<file path="src/rtl/ipv4lpm_pkg.sv">
// Shared constants, types and the candidate select function for the route lookup.
`timescale 1ns / 1ps
`default_nettype none

package ipv4lpm_pkg;

   // Table geometry
   localparam int TABLE_DEPTH = 16;
   localparam int TBL_LVLS    = (TABLE_DEPTH > 1) ? $clog2(TABLE_DEPTH) : 1;
   localparam int TBL_PAD     = 1 << TBL_LVLS;
   localparam int IDX_W       = TBL_LVLS;

   // Field widths
   localparam int ADDR_W = 32;
   localparam int LEN_W  = 6;
   localparam int PORT_W = 2;
   localparam int SLOT_W = 4;

   localparam logic [LEN_W-1:0] MAX_LEN = LEN_W'(32);

   // Split of the select tree over the three pipeline stages
   localparam int LVL_S1 = TBL_LVLS / 3;
   localparam int LVL_S2 = (TBL_LVLS - LVL_S1) / 2;
   localparam int LVL_S3 = TBL_LVLS - LVL_S1 - LVL_S2;
   localparam int S1_N   = TBL_PAD >> LVL_S1;
   localparam int S2_N   = S1_N >> LVL_S2;

   // Action codes
   localparam logic ACT_WRITE  = 1'b0;
   localparam logic ACT_LOOKUP = 1'b1;

   // One table write beat
   typedef struct packed {
      logic              en;
      logic [SLOT_W-1:0] slot;
      logic [ADDR_W-1:0] dest;
      logic [LEN_W-1:0]  len;
      logic [ADDR_W-1:0] gw;
      logic [PORT_W-1:0] port;
      logic              valid;
   } wr_type;

   // One match candidate in the select tree
   typedef struct packed {
      logic              hit;
      logic [LEN_W-1:0]  len;
      logic [IDX_W-1:0]  idx;
      logic [ADDR_W-1:0] gw;
      logic [PORT_W-1:0] port;
   } cand_type;

   // Keep the lower-index candidate a unless b is a strictly longer hit
   function automatic cand_type cand_pick(cand_type a, cand_type b);
      cand_type r;
      r = a;
      if (b.hit && (!a.hit || (b.len > a.len))) begin
         r = b;
      end
      return r;
   endfunction

endpackage

`default_nettype wire

</file>
<file path="src/rtl/ipv4lpm_table.sv">
// Route table storage, parallel prefix compare and first select-tree levels.
`timescale 1ns / 1ps
`default_nettype none

module ipv4lpm_table (
   input  wire logic                                     clock,
   input  wire logic                                     reset,
   input  wire ipv4lpm_pkg::wr_type                      wr,
   input  wire logic [ipv4lpm_pkg::ADDR_W-1:0]           addr,
   output      ipv4lpm_pkg::cand_type [ipv4lpm_pkg::S1_N-1:0] cand
);
   import ipv4lpm_pkg::*;

   logic [ADDR_W-1:0] dest_ff  [TABLE_DEPTH];
   logic [ADDR_W-1:0] mask_ff  [TABLE_DEPTH];
   logic [LEN_W-1:0]  len_ff   [TABLE_DEPTH];
   logic [ADDR_W-1:0] gw_ff    [TABLE_DEPTH];
   logic [PORT_W-1:0] port_ff  [TABLE_DEPTH];
   logic [TABLE_DEPTH-1:0] valid_ff;

   logic [SLOT_W+IDX_W-1:0] slot_ext;
   logic [IDX_W-1:0]        slot;
   logic                    slot_ok;
   logic [LEN_W-1:0]        len_sat;
   logic [ADDR_W-1:0]       mask_in;

   cand_type [TBL_PAD-1:0] leaf;
   cand_type [TBL_PAD-1:0] work;

   // Decode the write slot and saturate the prefix length
   always_comb begin
      slot_ext = (SLOT_W+IDX_W)'(wr.slot);
      slot     = slot_ext[IDX_W-1:0];
      slot_ok  = (32'(wr.slot) < 32'(TABLE_DEPTH));
      len_sat  = (wr.len > MAX_LEN) ? MAX_LEN : wr.len;
      if (len_sat == '0) begin
         mask_in = '0;
      end else begin
         mask_in = {ADDR_W{1'b1}} << (MAX_LEN - len_sat);
      end
   end

   // Load the entry payload
   always_ff @(posedge clock) begin
      if (wr.en && slot_ok) begin
         dest_ff[slot] <= wr.dest;
         mask_ff[slot] <= mask_in;
         len_ff[slot]  <= len_sat;
         gw_ff[slot]   <= wr.gw;
         port_ff[slot] <= wr.port;
      end
   end

   // Valid bits clear on reset
   always_ff @(posedge clock) begin
      if (reset) begin
         valid_ff <= '0;
      end else if (wr.en && slot_ok) begin
         valid_ff[slot] <= wr.valid;
      end
   end

   // Compare the address against every entry under its mask
   for (genvar g = 0; g < TBL_PAD; g++) begin : g_leaf
      if (g < TABLE_DEPTH) begin : g_real
         assign leaf[g].hit  = valid_ff[g] && (((dest_ff[g] ^ addr) & mask_ff[g]) == '0);
         assign leaf[g].len  = len_ff[g];
         assign leaf[g].idx  = IDX_W'(g);
         assign leaf[g].gw   = gw_ff[g];
         assign leaf[g].port = port_ff[g];
      end else begin : g_pad
         assign leaf[g] = '0;
      end
   end

   // Reduce the first tree levels, lower index on the left
   always_comb begin
      work = leaf;
      for (int l = 0; l < LVL_S1; l++) begin
         for (int j = 0; j < TBL_PAD / 2; j++) begin
            if (j < (TBL_PAD >> (l + 1))) begin
               work[j] = cand_pick(work[2*j], work[2*j+1]);
            end
         end
      end
      for (int k = 0; k < S1_N; k++) begin
         cand[k] = work[k];
      end
   end

endmodule

`default_nettype wire

</file>
<file path="src/rtl/ipv4_longest_prefix_match_unit.sv">
// Top level of the IPv4 longest-prefix-match route lookup pipeline.
// A lookup is registered through stages 0, 1 and 2 and the output register, then shows its result with rsp_strobe.
// Throughput: one beat per cycle; busy stays low, so a write or lookup enters every cycle.
// A write lands in the table at its accept edge and is seen by every later lookup.
// Reset (synchronous) clears all entry valid bits and the pipeline valids; the receiver cannot stall.
`timescale 1ns / 1ps
`default_nettype none

module ipv4_longest_prefix_match_unit (
   input  wire logic                                   clock,
   input  wire logic                                   reset,
   input  wire logic                                   start,
   output      logic                                   busy,
   input  wire logic                                   req_action,
   input  wire logic [ipv4lpm_pkg::SLOT_W-1:0]         req_entry_index,
   input  wire logic [ipv4lpm_pkg::ADDR_W-1:0]         req_entry_dest,
   input  wire logic [ipv4lpm_pkg::LEN_W-1:0]          req_entry_prefix_len,
   input  wire logic [ipv4lpm_pkg::ADDR_W-1:0]         req_entry_gateway,
   input  wire logic [ipv4lpm_pkg::PORT_W-1:0]         req_entry_port,
   input  wire logic                                   req_entry_valid,
   input  wire logic [ipv4lpm_pkg::ADDR_W-1:0]         req_lookup_addr,
   output      logic                                   rsp_strobe,
   output      logic                                   rsp_hit,
   output      logic [ipv4lpm_pkg::ADDR_W-1:0]         rsp_next_hop,
   output      logic [ipv4lpm_pkg::PORT_W-1:0]         rsp_out_port,
   output      logic [ipv4lpm_pkg::SLOT_W-1:0]         rsp_match_index
);
   import ipv4lpm_pkg::*;

   logic   accept;
   wr_type wr;

   logic              s0_valid_ff, s0_valid_in;
   logic [ADDR_W-1:0] s0_addr_ff;

   logic                   s1_valid_ff;
   cand_type [S1_N-1:0]    s1_cand_ff, s1_cand_in;
   logic                   s2_valid_ff;
   cand_type [S2_N-1:0]    s2_cand_ff, s2_cand_in;
   cand_type [S2_N-1:0]    s3_work;

   logic              out_valid_ff;
   logic              out_hit_ff, out_hit_in;
   logic [ADDR_W-1:0] out_gw_ff, out_gw_in;
   logic [PORT_W-1:0] out_port_ff, out_port_in;
   logic [SLOT_W-1:0] out_idx_ff, out_idx_in;

   // Accept a beat every cycle
   assign busy   = 1'b0;
   assign accept = start && !busy;

   // Route a write beat to the table
   always_comb begin
      wr.en    = accept && (req_action == ACT_WRITE);
      wr.slot  = req_entry_index;
      wr.dest  = req_entry_dest;
      wr.len   = req_entry_prefix_len;
      wr.gw    = req_entry_gateway;
      wr.port  = req_entry_port;
      wr.valid = req_entry_valid;
   end

   assign s0_valid_in = accept && (req_action == ACT_LOOKUP);

   // Stage 0: capture the lookup address
   always_ff @(posedge clock) begin
      s0_addr_ff <= req_lookup_addr;
   end

   // Stage 1: table compare and first tree levels
   ipv4lpm_table u_table (
      .clock (clock),
      .reset (reset),
      .wr    (wr),
      .addr  (s0_addr_ff),
      .cand  (s1_cand_in)
   );

   always_ff @(posedge clock) begin
      s1_cand_ff <= s1_cand_in;
   end

   // Stage 2: middle tree levels
   always_comb begin
      cand_type [S1_N-1:0] work;
      work = s1_cand_ff;
      for (int l = 0; l < LVL_S2; l++) begin
         for (int j = 0; j < S1_N / 2; j++) begin
            if (j < (S1_N >> (l + 1))) begin
               work[j] = cand_pick(work[2*j], work[2*j+1]);
            end
         end
      end
      for (int k = 0; k < S2_N; k++) begin
         s2_cand_in[k] = work[k];
      end
   end

   always_ff @(posedge clock) begin
      s2_cand_ff <= s2_cand_in;
   end

   // Stage 3: last tree levels, zero the payload on a miss
   always_comb begin
      s3_work = s2_cand_ff;
      for (int l = 0; l < LVL_S3; l++) begin
         for (int j = 0; j < (S2_N + 1) / 2; j++) begin
            if (j < (S2_N >> (l + 1))) begin
               s3_work[j] = cand_pick(s3_work[2*j], s3_work[2*j+1]);
            end
         end
      end
      out_hit_in  = s3_work[0].hit;
      out_gw_in   = s3_work[0].hit ? s3_work[0].gw : '0;
      out_port_in = s3_work[0].hit ? s3_work[0].port : '0;
      out_idx_in  = s3_work[0].hit ? SLOT_W'(s3_work[0].idx) : '0;
   end

   always_ff @(posedge clock) begin
      out_hit_ff  <= out_hit_in;
      out_gw_ff   <= out_gw_in;
      out_port_ff <= out_port_in;
      out_idx_ff  <= out_idx_in;
   end

   // Advance the valid bits alongside the data
   always_ff @(posedge clock) begin
      if (reset) begin
         s0_valid_ff  <= 1'b0;
         s1_valid_ff  <= 1'b0;
         s2_valid_ff  <= 1'b0;
         out_valid_ff <= 1'b0;
      end else begin
         s0_valid_ff  <= s0_valid_in;
         s1_valid_ff  <= s0_valid_ff;
         s2_valid_ff  <= s1_valid_ff;
         out_valid_ff <= s2_valid_ff;
      end
   end

   assign rsp_strobe      = out_valid_ff;
   assign rsp_hit         = out_hit_ff;
   assign rsp_next_hop    = out_gw_ff;
   assign rsp_out_port    = out_port_ff;
   assign rsp_match_index = out_idx_ff;

   // Every result traces back to an accepted lookup beat
   a_strobe_from_lookup: assert property (@(posedge clock) disable iff (reset)
      rsp_strobe |-> $past(start && !busy && (req_action == ACT_LOOKUP), 4))
      else $error("result without a matching lookup beat");

   // A miss reports an all-zero payload
   a_miss_zero: assert property (@(posedge clock) disable iff (reset)
      (rsp_strobe && !rsp_hit) |->
         (rsp_next_hop == '0) && (rsp_out_port == '0) && (rsp_match_index == '0))
      else $error("miss with nonzero payload");

   // A hit names a slot inside the table
   a_hit_in_range: assert property (@(posedge clock) disable iff (reset)
      (rsp_strobe && rsp_hit) |-> (32'(rsp_match_index) < 32'(TABLE_DEPTH)))
      else $error("hit index beyond table depth");

endmodule

`default_nettype wire

</file>
<file path="config.mk">
export PLATFORM = sky130hd
export DESIGN_NAME = ipv4_longest_prefix_match_unit
export DESIGN_NICKNAME = d
export VERILOG_FILES = /design/src/rtl/ipv4lpm_pkg.sv /design/src/rtl/ipv4lpm_table.sv /design/src/rtl/ipv4_longest_prefix_match_unit.sv
export SDC_FILE = /design/constraint.sdc
export NUM_CORES = 2
export LEC_CHECK = 0
export BUFFER_PORTS_ARGS = -buffer_cell sky130_fd_sc_hd__clkbuf_2
export CORE_UTILIZATION = 53
export DETAILED_ROUTE_END_ITERATION = 7
export PLACE_DENSITY = 0.72
export SYNTH_ARGS = -nofsm -noshare
export SYNTH_HDL_FRONTEND = slang
export SYNTH_HIERARCHICAL = 1
export SYNTH_SLANG_ARGS = --single-unit
</file>
<file path="constraint.sdc">
create_clock -name clock -period 26.9 [get_ports clock]
set_input_delay 2.69 -clock clock [delete_from_list [all_inputs] [get_ports clock]]
set_output_delay 2.69 -clock clock [all_outputs]
set_load 0.05 [all_outputs]
</file>
After elaboration in Yosys (flattened, before gate mapping)
Memory sizes are Yosys's and may differ from the RTL's.
Index checks and enable logic that the tools add are counted.

word-level totals
  register bits after elaboration = 631
  output and inout port bits = 41
  memories = 5
  latch bits = 0
  RAM bits = 1664
  memory bits (read-only) = 0
  logic and storage cells = 231

memory list
  name             depth  width  rd ports  clocked after Yosys merged registers in  wr ports  line                 RTL
  u_table.dest_ff  16     32     16        0                                        1         ipv4lpm_table.sv:14  logic [ADDR_W-1:0] dest_ff [TABLE_DEPTH];
  u_table.gw_ff    16     32     16        0                                        1         ipv4lpm_table.sv:17  logic [ADDR_W-1:0] gw_ff [TABLE_DEPTH];
  u_table.mask_ff  16     32     16        0                                        1         ipv4lpm_table.sv:15  logic [ADDR_W-1:0] mask_ff [TABLE_DEPTH];
  u_table.len_ff   16     6      16        0                                        1         ipv4lpm_table.sv:16  logic [LEN_W-1:0] len_ff [TABLE_DEPTH];
  u_table.port_ff  16     2      16        0                                        1         ipv4lpm_table.sv:18  logic [PORT_W-1:0] port_ff [TABLE_DEPTH];

operators by class
  $mul = 0
  shifts and indexed selects = 1
  equality and inequality tests = 0
  $lt $le $gt $ge = 18
  reductions and logical operators = 81
  multiplexer cells = 22
  div/mod/pow operators = 0
  bitwise operators = 33
  $add $sub $neg = 1

operators with widths
  cell                   count
  $mux 45                15
  $and 32x32->32         16
  $logic_not 32->1       16
  $xor 32x32->32         16
  $gt 6x6->1             15
  $logic_and 1x1->1      34
  $mux 32                1
  $shl 32x6->32 const A  1
  $bwmux 16              1
  $logic_not 1->1        15
  $logic_or 1x1->1       15
  $gt 6x6->1 const B     1
  $logic_not 6->1        1
  $mux 6                 1
  $sub 6x6->6 const A    1
  $lt 4x5->1 const B     1
  $demux 1 s4            1
  $ge 4x1->1 const B     1
  $mux 1                 3
  $not 1->1              1

Longest topological paths before layout
An unclocked memory read counts as a cell.

  depth in word-level cells = 9
  mapped depth = 17
  gate-level depth less buffers = 13

Hierarchy
Netlist, hierarchy kept.

by module, submodules not included
  module                          area an instance (um^2)  instances  cells an instance
  ipv4lpm_table                   64959.8                  1          3328
  ipv4_longest_prefix_match_unit  17081.4                  1          1124

Worst setup path after synthesis
No wires, ideal clock.

  path type = input to register
  from = input port start
  to = register u_table.valid_ff[0]
  cell stages on the path = 6
  slack = 15507 ps
  arrival time = 11265 ps
  data required time = 26772 ps
  cells stage by stage = nor2b_1 > or3b_2 > clkbuf_1 > nor3_1 > mux2i_1 > nor2_1

on the way
  longest elaborated chain between the ends = 1

ends and longest elaborated chain
  what                            line                                  RTL
  start: declaration              ipv4_longest_prefix_match_unit.sv:12  input wire logic start,
  $logic_and 1x1->1               ipv4_longest_prefix_match_unit.sv:54  wr.en = accept && (req_action == ACT_WRITE);
  end signal: indexed assignment  ipv4lpm_table.sv:59                   valid_ff[slot] <= wr.valid;
  end: declaration                ipv4lpm_table.sv:19                   logic [TABLE_DEPTH-1:0] valid_ff;

No other way between the ends.
A chain may end at the register's enable or synchronous reset.

==> impl_metrics.ini <==
[synth]
ys_seq_elements = 2295
synth_ff_type = edfxtp_1
yosysUniqueCellTypes = 66
yosysSeqAreaShare_pct = 76.30
synth_top_cell_area_share_pct = 60.91
synth_cells = 4452
ys_async_sr_fraction_pct = 0
synth_area_leaders = edfxtp_1 61%, dfxtp_1 15%, xor2_1 5.5%, mux2_4 4.4%, mux2_2 3.4%
synth_edf_count = 1664
yosys_warnings = 6
synth_largest_area_cell = edfxtp_1
syn-cell-area_mm2 = 0.08204
avgSynthCellArea_um2 = 18.43

[floorplan]
rows = 144
core_area_mm2 = 0.1539
die_h_um = 395.4
initial_core_util_pct = 53.32
ios = 154
die_w_um = 395.4
dieArea_mm2 = 0.1564

[global_routing]
grt_max_degree = 77
met3_usage_pct = 5.227
use_met2_pct = 41.71
top_usage_layer = met2
antenna_found_initial = 13
grt_overflow = 0
grt.total_usage_pct = 25.63
first_global_vias = 39621
met1_usage_pct = 33.88
grt_pass1_wl_um = 282700

[clocking]
root_buffer = clkbuf_16
clock_path_buffers = 3
worstSkewPairLatency_ns = 0.84
cts_resized = 0
cts_tree = done
numCtsBuffers = 214
clk_pin_slew_ns = 0.06
cts.htree.levels = 4
clock_sinks = 2295
cts_hold_buffers = 0
post-cts-setup-buffers = 0

[power]
internal_power_mw = 5.585
power_switching_mw = 1.501
power_density_mw_per_mm2 = 76.93
seqPwrFrac_pct = 54.5
peakVddDrop_mv = 0.07014
combPwrFrac_pct = 3.5
switching_share_pct = 21.19
power_frac_clock_pct = 42.0
p_leak_nw = 33.52

[sta]
finalSetupTns_ns = 0
min_period_ns = 5.534
fin_crit_sh_pct = 20.57
slew_headroom_pct = 7.505
drv_slew = 0
rsz0062_at_grt = no
tightestPinTransition_ns = 1.384
final_hold_viol_count = 0
clock-skew-final_ns = 0.03445
fmaxAchievable_mhz = 180.7
setup_viol = 0

[worst_setup_path]
reg2reg_depth = 13
cp.arrival_ns = 5.97
cpMaxStageDelayCell = buf_4
r2r_slack_ns = 22.14
critPathMaxFanout = 76
crit_chain = clkbuf_2 > nor2b_1 > or3b_2 > nor2_4 > buf_4
end_kind = register
worstPathRequired_ns = 27.34
critPathLaunchType = primary input
path_class = in -> reg
max_stage_delay_ns = 1.02

[placement]
place_area_mm2 = 0.08511
port_buffers = 152
place_inst = 6613
hpwl_um = 116600
gp_congestion = 0.9340

[layout]
final_cell_count_no_fill = 7020
seq_area_mm2 = 0.06260
fillers = 11068
multi_input_area_mm2 = 0.01798
final_nets = 4993
drive_above_1_share_pct = 22.98
syn2layout_area_growth_pct = 12.29
fin_area_mm2 = 0.09213

[drt]
drc = 0
antenna_left = 0
drt_first_iter_violations = 4578
vias = 40512
routed_wl_um = 201600
via_per_inst = 5.771
dr.pass1.iters = 6
post_drt_wl_per_cell_um = 28.72

[outcome]
outcome = finished clean

[hold_path]
hold_class = reg -> reg
min_path_cells = 1

[flow_run]
drv_cap = 0
## sequential cells by signal, summed over array words and instances (netlist names), 4 cells and up
| signal | cells |
|---|---|
| u_table/mask_ff | 512 |
| u_table/port_ff | 32 |
| u_table/dest_ff | 512 |
| s0_addr_ff | 32 |
| rsp_next_hop | 32 |
| s2_cand_ff | 180 |
| u_table/valid_ff | 16 |
| rsp_match_index | 4 |
| u_table/gw_ff | 512 |
| u_table/len_ff | 96 |
| s1_cand_ff | 360 |
## kinds of logic (layout without fill, tap and decap cells)
| kind of cell | after synthesis | in the layout | synth area share (%) |
|---|---|---|---|
| other | 3 | 32 | 0.01372 |
| muxes | 578 | 578 | 8.917 |
| buffers and inverters | 273 | 768 | 2.190 |
| AOI/OAI and AO/OA | 429 | 429 | 3.967 |
| DFF | 2295 | 2295 | 76.30 |
| xor gates and xnor gates | 513 | 513 | 5.477 |
| and+or+nand+nor | 266 | 266 | 1.684 |
| adders and majority gates | 95 | 95 | 1.449 |
## per-stage QoR
step           utilization [%]  hold slack (ns)  worst slack, ns  power, mW
6_report                 59.87           0.4355            21.37      7.087
5_1_grt                  59.86           0.4580            21.37      7.276
4_1_cts                  59.86           0.4390            21.41      7.119
3_5_place_dp             55.31           0.4239            20.52      4.178
3_3_place_gp             55.31           0.4171            20.57      4.172
2_1_floorplan                -           0.4072            15.51      4.043
## area by class of cell
type                    count  share of cell area, %
repair buffers            258                  1.690
well taps                2044                  2.776
diodes                      7                0.01901
clock buffers             287                  6.444
multi-input cells        1906                  19.52
flip-flops and latches   2295                  67.95
inverters                 110                 0.4482
clock inverters           113                  1.156
## critical path, delay by kind of cell
family	cells	cell delay, ns
AND/OR/NAND/NOR	3	2.04
buffers and inverters	2	1.10
## layer usage
layer / up-vias / share of wire, %
met5: - / 0.014
met4: 6 / 4.1
met3: 408 / 9.5
met2: 2084 / 48
met1: 20609 / 39
li1: 17405 / -
## layout by cell type (no fill, tap or decap), types with 7 or more instances in the layout
cell type,instances
a21oi_1,52
a221oi_1,16
a222oi_1,12
a22o_1,20
a22oi_1,193
buf_4,106
bufinv_16,13
clkbuf_1,49
clkbuf_16,220
clkbuf_2,152
clkbuf_8,18
clkinv_1,32
clkinv_2,39
clkinv_8,7
clkinvlp_4,7
conb_1,25
dfxtp_1,631
diode_2,7
edfxtp_1,1664
ha_1,95
inv_1,110
mux2_2,250
mux2_4,242
mux2i_1,81
nand2_1,72
nand3_1,7
nand4_1,73
nor2_1,30
nor2_4,12
nor2b_1,15
o21ai_0,36
o21ai_1,7
o22ai_1,17
o22ai_2,21
or3_1,9
xor2_1,513
## power groups by stage
stage               logic, mW  registers (mW)  clock network, mW
global placement        0.238            3.93                  0
CTS                     0.244            3.86               3.02
detailed placement      0.242            3.94                  0
floorplan               0.109            3.93                  0
global route            0.255            3.86               3.16
finish                  0.249            3.86               2.98
## cell usage after synthesis (10+ instances only)
cell type / number
buf_2: 38
a221oi_1: 16
mux2i_1: 81
mux2_2: 250
o22ai_1: 18
mux2_4: 242
a22oi_1: 193
buf_6: 64
xor2_1: 513
ha_1: 95
nand2_1: 72
o22ai_2: 21
dfxtp_1: 631
nor3_1: 10
a21oi_1: 54
a22o_1: 20
a222oi_1: 12
buf_4: 49
o21ai_0: 44
edfxtp_1: 1664
nor2_1: 46
nor2b_1: 15
nand4_1: 73
inv_1: 110
## final timing paths
kind | start | to
worst min register to register | s0_valid_ff$_SDFF_PP0_ | s1_valid_ff$_SDFF_PP0_
worst max register to register | s2_cand_ff[131]$_DFF_P_ | rsp_next_hop[4]$_SDFF_PN0_
worst max-delay path | start | u_table/dest_ff[4][2]$_DFFE_PP_
worst min-delay path | s0_valid_ff$_SDFF_PP0_ | s1_valid_ff$_SDFF_PP0_
Note: power is estimated with default switching activity, not from simulation.
